==> config.mk <==
export PLATFORM = sky130hd
export DESIGN_NAME = watchpoint_slot_table_core
export DESIGN_NICKNAME = d
export VERILOG_FILES = /design/src/design/wst_pkg.sv /design/src/design/wst_ctrl.sv /design/src/design/wst_dp.sv /design/src/design/watchpoint_slot_table_core.sv
export SDC_FILE = /design/constraint.sdc
export NUM_CORES = 1
export LEC_CHECK = 0
export BUFFER_PORTS_ARGS = -buffer_cell sky130_fd_sc_hd__buf_2
export CORE_ASPECT_RATIO = 1.2
export CORE_MARGIN = 3
export CORE_UTILIZATION = 32
export CTS_CLUSTER_DIAMETER = 30
export DETAILED_ROUTE_END_ITERATION = 7
export MAX_ROUTING_LAYER = met4
export PLACE_DENSITY = 0.58
export SLEW_MARGIN = 25
export SYNTH_ARGS = -nofsm -noshare
export SYNTH_HDL_FRONTEND = slang
export SYNTH_SLANG_ARGS = --single-unit
==> constraint.sdc <==
create_clock -name clk -period 20.1 [get_ports clk]
set_clock_uncertainty 0.2 [all_clocks]
set_input_delay 4.02 -clock clk [delete_from_list [all_inputs] [get_ports clk]]
set_output_delay 4.02 -clock clk [all_outputs]
set_load 0.02 [all_outputs]
==> src/design/wst_pkg.sv <==
package wst_pkg;

  localparam int SLOT_COUNT = 4;
  localparam int SLOT_IDX_W = (SLOT_COUNT > 1) ? $clog2(SLOT_COUNT) : 1;
  // only the low four slots own a debug status bit
  localparam int HIT_SLOTS  = (SLOT_COUNT < 4) ? SLOT_COUNT : 4;

  typedef enum logic [2:0] {
    OP_SET       = 3'd0,
    OP_REMOVE    = 3'd1,
    OP_ENABLE    = 3'd2,
    OP_HIT       = 3'd3,
    OP_INFO      = 3'd4,
    OP_RESET_CNT = 3'd5
  } op_t;

  typedef enum logic [2:0] {
    ST_OK         = 3'd0,
    ST_INVALID    = 3'd1,
    ST_MISALIGNED = 3'd2,
    ST_LIMIT      = 3'd3,
    ST_NOT_FOUND  = 3'd4
  } status_t;

  typedef enum logic {
    S_IDLE,
    S_FULL
  } ctrl_state_t;

  typedef struct packed {
    logic exec;
  } dp_cmd_t;

  typedef struct packed {
    status_t     status;
    logic        hit;
    logic [31:0] id;
    logic [63:0] address;
    logic [3:0]  size;
    logic [1:0]  kind;
    logic        enabled;
    logic [31:0] hit_count;
    logic [1:0]  slot;
  } result_t;

endpackage

==> src/design/wst_ctrl.sv <==
module wst_ctrl (
  input  logic            clk,
  input  logic            rst_n,
  input  logic            in_valid,
  output logic            in_ready,
  output logic            out_valid,
  input  logic            out_ready,
  output wst_pkg::dp_cmd_t cmd
);
  import wst_pkg::*;

  ctrl_state_t state_r, state_nxt;
  logic        accept;

  always_ff @(posedge clk) begin
    if (!rst_n) begin
      state_r <= S_IDLE;
    end else begin
      state_r <= state_nxt;
    end
  end

  always_comb begin
    in_ready  = (state_r == S_IDLE) || out_ready;
    out_valid = (state_r == S_FULL);
    accept    = in_valid && in_ready;
    cmd.exec  = accept;
    state_nxt = state_r;
    priority if (accept) begin
      state_nxt = S_FULL;
    end else if (out_ready) begin
      state_nxt = S_IDLE;
    end else begin
      state_nxt = state_r;
    end
  end

  a_accept_fills: assert property (@(posedge clk) disable iff (!rst_n)
    (in_valid && in_ready) |=> out_valid)
    else $error("accepted beat produced no result");

  a_stall_holds: assert property (@(posedge clk) disable iff (!rst_n)
    (out_valid && !out_ready) |-> (!cmd.exec ##1 out_valid))
    else $error("result dropped or overwritten while stalled");

endmodule

==> src/design/wst_dp.sv <==
module wst_dp (
  input  logic             clk,
  input  logic             rst_n,
  input  wst_pkg::dp_cmd_t cmd,
  input  logic [2:0]       in_operation,
  input  logic [63:0]      in_watch_address,
  input  logic [7:0]       in_watch_size,
  input  logic [1:0]       in_watch_type,
  input  logic [31:0]      in_watch_id,
  input  logic             in_enable_flag,
  input  logic [3:0]       in_status_bits,
  output wst_pkg::result_t res
);
  import wst_pkg::*;

  typedef struct packed {
    logic                  found;
    logic [SLOT_IDX_W-1:0] idx;
  } pick_t;

  function automatic pick_t first_set(input logic [SLOT_COUNT-1:0] v);
    pick_t p;
    p = '0;
    for (int i = SLOT_COUNT - 1; i >= 0; i--) begin
      if (v[i]) begin
        p.found = 1'b1;
        p.idx   = SLOT_IDX_W'(i);
      end
    end
    return p;
  endfunction

  function automatic logic [1:0] slot_code(input logic [SLOT_IDX_W-1:0] s);
    logic [3:0] wide;
    wide = 4'(s);
    return wide[1:0];
  endfunction

  logic [SLOT_COUNT-1:0] used_r, used_nxt;
  logic [SLOT_COUNT-1:0] en_r, en_nxt;
  logic [31:0]           id_r    [SLOT_COUNT];
  logic [63:0]           addr_r  [SLOT_COUNT];
  logic [3:0]            size_r  [SLOT_COUNT];
  logic [1:0]            kind_r  [SLOT_COUNT];
  logic [31:0]           hits_r  [SLOT_COUNT];
  logic [31:0]           next_id_r, next_id_nxt;
  result_t               res_r, res_nxt;

  logic [SLOT_COUNT-1:0] free_v, match_v, hit_v;
  pick_t                 free_p, match_p, hit_p;
  logic [SLOT_IDX_W-1:0] rd_idx;
  logic                  size_ok;
  logic [2:0]            size_m1;
  logic                  wr_new, wr_en, wr_hits;
  logic [31:0]           hits_wval;
  op_t                   op;

  always_comb begin
    for (int i = 0; i < SLOT_COUNT; i++) begin
      free_v[i]  = !used_r[i];
      match_v[i] = used_r[i] && (id_r[i] == in_watch_id);
      hit_v[i]   = 1'b0;
    end
    for (int i = 0; i < HIT_SLOTS; i++) begin
      hit_v[i] = in_status_bits[i] && used_r[i] && en_r[i];
    end
  end

  assign free_p  = first_set(free_v);
  assign match_p = first_set(match_v);
  assign hit_p   = first_set(hit_v);
  assign op      = op_t'(in_operation);
  assign rd_idx  = (op == OP_HIT) ? hit_p.idx : match_p.idx;
  assign size_ok = (in_watch_size == 8'd1) || (in_watch_size == 8'd2) ||
                   (in_watch_size == 8'd4) || (in_watch_size == 8'd8);
  assign size_m1 = 3'(in_watch_size - 8'd1);

  always_comb begin
    used_nxt    = used_r;
    en_nxt      = en_r;
    next_id_nxt = next_id_r;
    wr_new      = 1'b0;
    wr_en       = 1'b0;
    wr_hits     = 1'b0;
    hits_wval   = hits_r[rd_idx];
    res_nxt     = '0;
    res_nxt.status = ST_OK;
    unique case (op)
      OP_SET: begin
        priority if (in_watch_address == 64'd0 || !size_ok) begin
          res_nxt.status = ST_INVALID;
        end else if ((in_watch_address[2:0] & size_m1) != 3'd0) begin
          res_nxt.status = ST_MISALIGNED;
        end else if (!free_p.found) begin
          res_nxt.status = ST_LIMIT;
        end else begin
          wr_new                = 1'b1;
          used_nxt[free_p.idx]  = 1'b1;
          en_nxt[free_p.idx]    = 1'b1;
          next_id_nxt           = next_id_r + 32'd1;
          res_nxt.id            = next_id_r;
          res_nxt.address       = in_watch_address;
          res_nxt.size          = in_watch_size[3:0];
          res_nxt.kind          = in_watch_type;
          res_nxt.enabled       = 1'b1;
          res_nxt.slot          = slot_code(free_p.idx);
        end
      end
      OP_REMOVE, OP_ENABLE, OP_INFO, OP_RESET_CNT: begin
        if (!match_p.found) begin
          res_nxt.status = ST_NOT_FOUND;
        end else begin
          res_nxt.id        = id_r[rd_idx];
          res_nxt.address   = addr_r[rd_idx];
          res_nxt.size      = size_r[rd_idx];
          res_nxt.kind      = kind_r[rd_idx];
          res_nxt.enabled   = en_r[rd_idx];
          res_nxt.hit_count = hits_r[rd_idx];
          res_nxt.slot      = slot_code(rd_idx);
          if (op == OP_REMOVE) begin
            used_nxt[rd_idx] = 1'b0;
          end
          if (op == OP_ENABLE) begin
            wr_en           = 1'b1;
            res_nxt.enabled = in_enable_flag;
          end
          if (op == OP_RESET_CNT) begin
            wr_hits           = 1'b1;
            hits_wval         = 32'd0;
            res_nxt.hit_count = 32'd0;
          end
        end
      end
      OP_HIT: begin
        if (hit_p.found) begin
          wr_hits           = 1'b1;
          hits_wval         = hits_r[rd_idx] + 32'd1;
          res_nxt.hit       = 1'b1;
          res_nxt.id        = id_r[rd_idx];
          res_nxt.address   = addr_r[rd_idx];
          res_nxt.size      = size_r[rd_idx];
          res_nxt.kind      = kind_r[rd_idx];
          res_nxt.enabled   = en_r[rd_idx];
          res_nxt.hit_count = hits_wval;
          res_nxt.slot      = slot_code(rd_idx);
        end
      end
      default: begin
        res_nxt.status = ST_INVALID;
      end
    endcase
    if (wr_en) begin
      en_nxt[rd_idx] = in_enable_flag;
    end
  end

  always_ff @(posedge clk) begin
    if (!rst_n) begin
      used_r    <= '0;
      en_r      <= '0;
      next_id_r <= '0;
      res_r     <= '0;
    end else if (cmd.exec) begin
      used_r    <= used_nxt;
      en_r      <= en_nxt;
      next_id_r <= next_id_nxt;
      res_r     <= res_nxt;
    end
  end

  // slot payload: written by set, hit count also by hit check and reset count
  always_ff @(posedge clk) begin
    if (cmd.exec && wr_new) begin
      id_r[free_p.idx]   <= next_id_r;
      addr_r[free_p.idx] <= in_watch_address;
      size_r[free_p.idx] <= in_watch_size[3:0];
      kind_r[free_p.idx] <= in_watch_type;
      hits_r[free_p.idx] <= 32'd0;
    end else if (cmd.exec && wr_hits) begin
      hits_r[rd_idx] <= hits_wval;
    end
  end

  assign res = res_r;

  a_id_only_on_exec: assert property (@(posedge clk) disable iff (!rst_n)
    !cmd.exec |=> $stable(next_id_r))
    else $error("next id moved without an operation");

  a_hit_is_ok: assert property (@(posedge clk) disable iff (!rst_n)
    res_r.hit |-> (res_r.status == ST_OK))
    else $error("hit reported with error status");

  a_limit_means_full: assert property (@(posedge clk) disable iff (!rst_n)
    (res_r.status == ST_LIMIT) |-> (&used_r))
    else $error("limit reported while a slot is free");

endmodule

==> src/design/watchpoint_slot_table_core.sv <==
// Latency: a result is valid the cycle after its input beat is accepted.
// Throughput: one operation per cycle while out_ready stays high; the slot
// compares, first-free and first-hit encoders all settle within that cycle.
// A stalled result holds in the output register and blocks further input.
// Reset (rst_n low, synchronous) frees all slots, clears the enable bits
// and the id counter, and drops any pending result.
module watchpoint_slot_table_core (
  input  logic        clk,
  input  logic        rst_n,
  input  logic        in_valid,
  output logic        in_ready,
  input  logic [2:0]  in_operation,
  input  logic [63:0] in_watch_address,
  input  logic [7:0]  in_watch_size,
  input  logic [1:0]  in_watch_type,
  input  logic [31:0] in_watch_id,
  input  logic        in_enable_flag,
  input  logic [3:0]  in_status_bits,
  output logic        out_valid,
  input  logic        out_ready,
  output logic [2:0]  out_status,
  output logic        out_hit,
  output logic [31:0] out_id,
  output logic [63:0] out_address,
  output logic [3:0]  out_size,
  output logic [1:0]  out_type,
  output logic        out_enabled,
  output logic [31:0] out_hit_count,
  output logic [1:0]  out_slot
);
  import wst_pkg::*;

  dp_cmd_t cmd;
  result_t res;

  wst_ctrl u_ctrl (
    .clk       (clk),
    .rst_n     (rst_n),
    .in_valid  (in_valid),
    .in_ready  (in_ready),
    .out_valid (out_valid),
    .out_ready (out_ready),
    .cmd       (cmd)
  );

  wst_dp u_dp (
    .clk              (clk),
    .rst_n            (rst_n),
    .cmd              (cmd),
    .in_operation     (in_operation),
    .in_watch_address (in_watch_address),
    .in_watch_size    (in_watch_size),
    .in_watch_type    (in_watch_type),
    .in_watch_id      (in_watch_id),
    .in_enable_flag   (in_enable_flag),
    .in_status_bits   (in_status_bits),
    .res              (res)
  );

  assign out_status    = res.status;
  assign out_hit       = res.hit;
  assign out_id        = res.id;
  assign out_address   = res.address;
  assign out_size      = res.size;
  assign out_type      = res.kind;
  assign out_enabled   = res.enabled;
  assign out_hit_count = res.hit_count;
  assign out_slot      = res.slot;

endmodule
==> results of run 1 <==
[per-layer routing]
metal | vias to the layer above | share of wire [%]
met2 | 784 | 49
met3 | 199 | 6.5
li1 | 10950 | -
met5 | - | 0
met4 | 0 | 2.6
met1 | 11690 | 42
[power groups by stage]
stage | registers (mW) | logic (mW) | clock network, mW
floorplan | 1.61 | 0.0348 | 0
global placement | 1.61 | 0.0873 | 0
detailed placement | 1.61 | 0.0876 | 0
CTS | 1.59 | 0.0881 | 2.49
global route | 1.58 | 0.0943 | 2.56
finish | 1.59 | 0.0877 | 2.45
[worst max-delay path by stage]
stage / end / slack, ns / cells past startpoint
6_report: in_ready / 11.35 / 3
5_1_grt: u_dp.hits_r[1][28] / 11.17 / 13
4_1_cts: u_dp.res[34] / 11.32 / 15
3_5_place_dp: u_dp.res[135] / 10.52 / 15
3_3_place_gp: u_dp.res[34] / 10.49 / 15
2_1_floorplan: u_dp.en_r[1] / 6.99 / 7
[worst max-delay path, stage by stage]
cell and delay, ns:
buf_2 0.09, nand2b_1 0.21, buf_2 0.21
[cell usage in the layout, fill, tap and decap left out, drive strengths merged, types with 6 or more instances in the layout]
master / n
o21ai: 29
and2: 21
clkinv: 49
dfxtp: 182
a22oi: 16
ha: 7
nand3: 259
and3: 26
edfxtp: 536
mux4: 22
inv: 35
or3: 15
bufinv: 16
nor2: 333
nor3: 21
nand4: 42
mux2i: 19
a32oi: 102
buf: 295
xnor2: 32
o221ai: 6
xor2: 151
diode: 14
nand4b: 6
nand2b: 8
nand2: 523
nor4: 68
o211ai: 7
o22ai: 9
clkbuf: 186
a21oi: 143
clkinvlp: 9
[final cells by class]
class	count	area [µm²]
Antenna cell	14	35.03
Tap cell	1270	1589
Clock inverter	85	1075
Fill cell	9201	57930
Multi-Input combinational cell	1924	11030
Inverter	24	95.09
Clock buffer	186	4019
Timing Repair Buffer	295	1605
Sequential cell	718	19740
[flip-flops by register name (all words and copies together), names as in the netlist, 4 cells and up]
name / flops
u_dp.used_r: 4
u_dp.addr_r: 256
u_dp.kind_r: 8
u_dp.id_r: 128
u_dp.next_id_r: 32
u_dp.hits_r: 128
u_dp.en_r: 4
u_dp.size_r: 16
u_dp.res: 141
[metrics by stage]
| stage | util [%] | cell area [µm²] | std cells | hold WS [ns] | power, mW |
|---|---|---|---|---|---|
| after floorplan | - | 31480 | 2839 | 0.2741 | 1.649 |
| after global placement | 35.04 | 34030 | 4230 | 0.2477 | 1.701 |
| after detailed placement | 35.04 | 34030 | 4230 | 0.2621 | 1.702 |
| after CTS | 40.28 | 39120 | 4501 | 0.2690 | 4.163 |
| after global routing | 40.35 | 39190 | 4514 | 0.2812 | 4.242 |
| final | 40.35 | 39190 | 4516 | 0.2636 | 4.124 |
[kinds of logic after synthesis]
group / after synthesis / share of synthesized area [%]
xor+xnor: 183 / 5.092
compound gates: 347 / 7.457
mux: 45 / 2.452
simple gates: 1342 / 19.32
fa+ha+maj: 7 / 0.2782
flops: 718 / 62.71
buf+inv: 197 / 2.691
==> reports/metrics.cfg, run 1 <==
[hold_path]
hold_path_end = u_dp.res[137]
hp-start = u_dp.res[137]
min-delay-path-class = flop to flop
whs_path_depth = 2

[sta]
tns_ns = 0
fin_crit_sh_pct = 43.54
rsz0062_at_grt = no
hold_viol = 0
fmax_ghz = 0.1143
min_period_ns = 8.752
finalSetupViolations = 0
slew_headroom_pct = 28.57
worst_slack_ns = 11.35
maxSlewViolCount = 0
tightestPinTransition_ns = 1.071

[clock_network]
clockBufferDepth = 3
clock-sinks = 718
cts_tree = built
cts_made_buffers = 145
clkLatencyLatePin_ns = 0.73
ctsHoldBuffers = 0
cts-root-buf = clkbuf_16
htreeDepth = 4
path_clk_slew_ns = 0.04
cts_setup_buffers = 0
ctsResizeCount = 0

[detailed_routing]
wl_um = 102100
drtIter0Drc = 1984
avgRoutedWirePerCell_um = 22.61
avgViaCountPerCell = 5.232
drc = 0
dr_total_vias = 23630
dr.pass1.iters = 5
antenna_left = 0

[logic_synthesis]
synth_edf_count = 536
netlist.area_leader.share_pct = 51.13
syn_nets = 2964
synth_ff_type = edfxtp_1
synth_top_area_cell = edfxtp_1
synth_warnings = 0
avgSynthCellArea_um2 = 11.09
synth_area_leaders = edfxtp_1, dfxtp_1, nand2_1
synthTopCellsByCount = edfxtp_1, nand2_1, nor2_1
synth-async-reset-ratio_pct = 0
ys_types = 74
synthCells = 2839
synthesis.area_um2 = 31480
ys_ff_latch = 718
synth-seq-area-share_pct = 62.71
yosysMostFrequentCell = edfxtp_1

[critical_path]
crit_required_ns = 15.88
start_kind = primary input
end_kind = output pin
worstRegToRegCells = 14
r2r-end = u_dp.res[135]
arrival_ns = 4.53
cp-startpoint = out_ready
timing.rr.start = u_dp.id_r[3][4]
crit_type = primary input to output pin
worst-r2r-setup-slack_ns = 14.58
critPathMaxFanout = 4

[pwr]
net-switching-power_uw = 888.2
switching_share_pct = 21.54
p_seq_share_pct = 38.5
p_per_area_nw_per_um2 = 105.2
vdd_drop_max_uv = 72.15
p_leak_nw = 14.58
power.internal_mw = 3.235
pwr-share-clk_pct = 59.4
power_frac_comb_pct = 2.1

[global_route]
grt_pass1_wl_um = 151600
grt.total_usage_pct = 20.23
antenna_found_initial = 17
grtUsageMet2_pct = 33.13
met3_usage_pct = 4.551
grt.busiest_layer = met2
global_route.overflow_total = 0
grt_max_degree = 166
grt_use_met1_pct = 24.89
grt_pass1_vias = 23240

[placed_design]
post-dp-hpwl_um = 64160
port_buffers = 260
post-place-ws_ns = 10.52
place_congestion = 0.9231

[floorplanning]
io_pins = 261
fp.dieH_um = 349.6
core_area_um2 = 97120
dieArea_um2 = 102200
rows = 125
die_w_um = 292.3
start_util_pct = 32.41

[status]
status = complete, no violations

[final_layout]
drive_gt1_share_pct = 18.35
finalNetCount = 3233
area_growth_pct = 24.51

[flow_run]
drv_cap = 0

Note: power is estimated with default switching activity, not from simulation.
==> run 2, diff against run 1 <==
Settings changed: PLACE_DENSITY 0.58 to 0.6.
Clock period 20.1 ns to 7.9 ns, I/O delays scaled along.
==> reports/metrics.cfg, run 2 (synthesis gave the netlist of run 1 again) <==
[detailed_routing]
wl_um = 102000
antenna_left = 0
avgRoutedWirePerCell_um = 22.57
avgViaCountPerCell = 5.254
dr.pass1.iters = 6
drc = 0
drtIter0Drc = 1975
dr_total_vias = 23760

[pwr]
net-switching-power_mw = 2.345
power.internal_mw = 8.208
switching_share_pct = 22.22
p_leak_nw = 14.58
p_per_area_nw_per_um2 = 268.3
pwr-share-clk_pct = 59.6
finalPower_mw = 10.55
power_frac_comb_pct = 2.1
p_seq_share_pct = 38.2
vdd_drop_max_uv = 181.7

[sta]
min_period_ns = 6.038
tightestPinTransition_ns = 1.262
worst_slack_ns = 1.862
rsz0062_at_grt = no
whs_ns = 0.2607
hold_viol = 0
slew_headroom_pct = 15.88
fin_crit_sh_pct = 76.43
tns_ns = 0
maxSlewViolCount = 0
fmax_ghz = 0.1656
finalSetupViolations = 0

[critical_path]
end_kind = flop
path_cells = buf_2, xor2_1, nor4_1, nand4b_1, nor4_1, o2111ai_1, nand2_4, mux4_2, ha_1, nand4_4, nor4_4, nand3_2, o31ai_1
crit_path_frequent_cell = nor4_1
crit_required_ns = 8.20
worst-path-buf-inv = 1
crit_type = primary input to flop
cp_top_family = simple AND/OR/NAND/NOR gates
cp_slowest_cell = nor4_4
critPathMaxFanout = 38
start_kind = primary input
critical-path-max-stage-delay_ns = 0.63
arrival_ns = 6.34

[floorplanning]
fp.dieH_um = 349.6
rows = 125
die_w_um = 292.3
dieArea_um2 = 102200
core_area_um2 = 97120
start_util_pct = 32.41
io_pins = 261

[global_route]
grt_pass1_vias = 23550
antenna_found_initial = 15
grt.total_usage_pct = 20.30
global_route.overflow_total = 0
grt_pass1_wl_um = 151500
grt_max_degree = 160

[placed_design]
port_buffers = 260
post-place-ws_ns = 1.133
place_congestion = 0.9756
post-dp-hpwl_um = 64600

[clock_network]
cts_tree = built
ctsHoldBuffers = 0
cts_setup_buffers = 0
path_clk_slew_ns = 0.05
clkLatencyLatePin_ns = 0.76
cts-root-buf = clkbuf_16
htreeDepth = 4
ctsResizeCount = 0
clock-sinks = 718
cts_made_buffers = 145
clockBufferDepth = 3

[final_layout]
drive_gt1_share_pct = 18.74
area_growth_pct = 24.94
final_cell_mix = edfxtp_1, nand2_1, nor2_1
largest_reg_flops = 256
fill_cells = 9216
multiInputGateArea_um2 = 11020
seq_area_um2 = 19740
finalNetCount = 3240
mostFrequentLayoutCell = edfxtp_1
largest_register = u_dp.addr_r

[status]
status = complete, no violations

[flow_run]
drv_cap = 0

[hold_path]
min-delay-path-class = flop to flop

run 2: cell types whose count changed in the layout (fill, tap and decap cells not counted), moves of 3 or more:
cell,delta
inv_6,+5
buf_12,+3
clkinv_4,+10
clkinvlp_4,+11
clkbuf_1,-6
buf_4,+3
clkinv_2,-13
inv_16,+4
clkbuf_8,-5
clkbuf_16,-4
run 2: worst register-to-register path, stage by stage, from the launching register on:
cell and delay [ns]:
edfxtp_1 0.40, xor2_1 0.23, nor4_1 0.40, nand4b_1 0.18
nor4_1 0.56, o2111ai_1 0.44, nand2_4 0.56, mux4_2 0.40
ha_1 0.27, nand4_4 0.15, nor4_4 0.63, nand3_2 0.30
o31ai_1 0.47
run 2: final timing paths:
| path | start | endpoint | slack, ns | depth (start not counted) |
|---|---|---|---|---|
| max reg2reg | u_dp.id_r[3][25] | u_dp.hits_r[1][28] | 2.46 | 12 |
| min | u_dp.res[137] | u_dp.res[137] | 0.26 | 2 |
| min reg2reg | u_dp.res[137] | u_dp.res[137] | 0.26 | 2 |
| max | in_watch_id[6] | u_dp.hits_r[1][28] | 1.86 | 13 |
run 2: per-stage QoR:
stage                     utilization [%]  std cells  area [µm²]
after floorplan                         -       2839       31480
after CTS                           40.38       4506       39220
after global placement              35.10       4235       34100
after detailed placement            35.11       4235       34100
final                               40.49       4522       39330
after global routing                40.48       4518       39320
run 2: cell type report:
class	instances	area share, %
Clock buffer	171	9.732
Tap cell	1270	4.040
Antenna cell	13	0.08272
Inverter	24	0.2418
Multi-Input combinational cell	1924	28.02
Timing Repair Buffer	302	4.403
Sequential cell	718	50.19
Clock inverter	100	3.296
run 2: routing by layer:
| metal | up-vias | global-route usage [%] | share of wire (%) |
|---|---|---|---|
| met5 | - | - | 0 |
| met1 | 11780 | 24.60 | 41 |
| met4 | 0 | 7.505 | 2.9 |
| met2 | 822 | 32.93 | 49 |
| li1 | 10980 | - | - |
| met3 | 175 | 4.995 | 6.7 |
run 2: power groups by stage:
stage	Sequential, mW	Combinational [mW]	Clock (mW)
final	4.03	0.224	6.29
after global routing	4.03	0.240	6.59
after CTS	4.03	0.224	6.40
after detailed placement	4.11	0.223	0
after global placement	4.10	0.222	0
after floorplan	4.11	0.0886	0
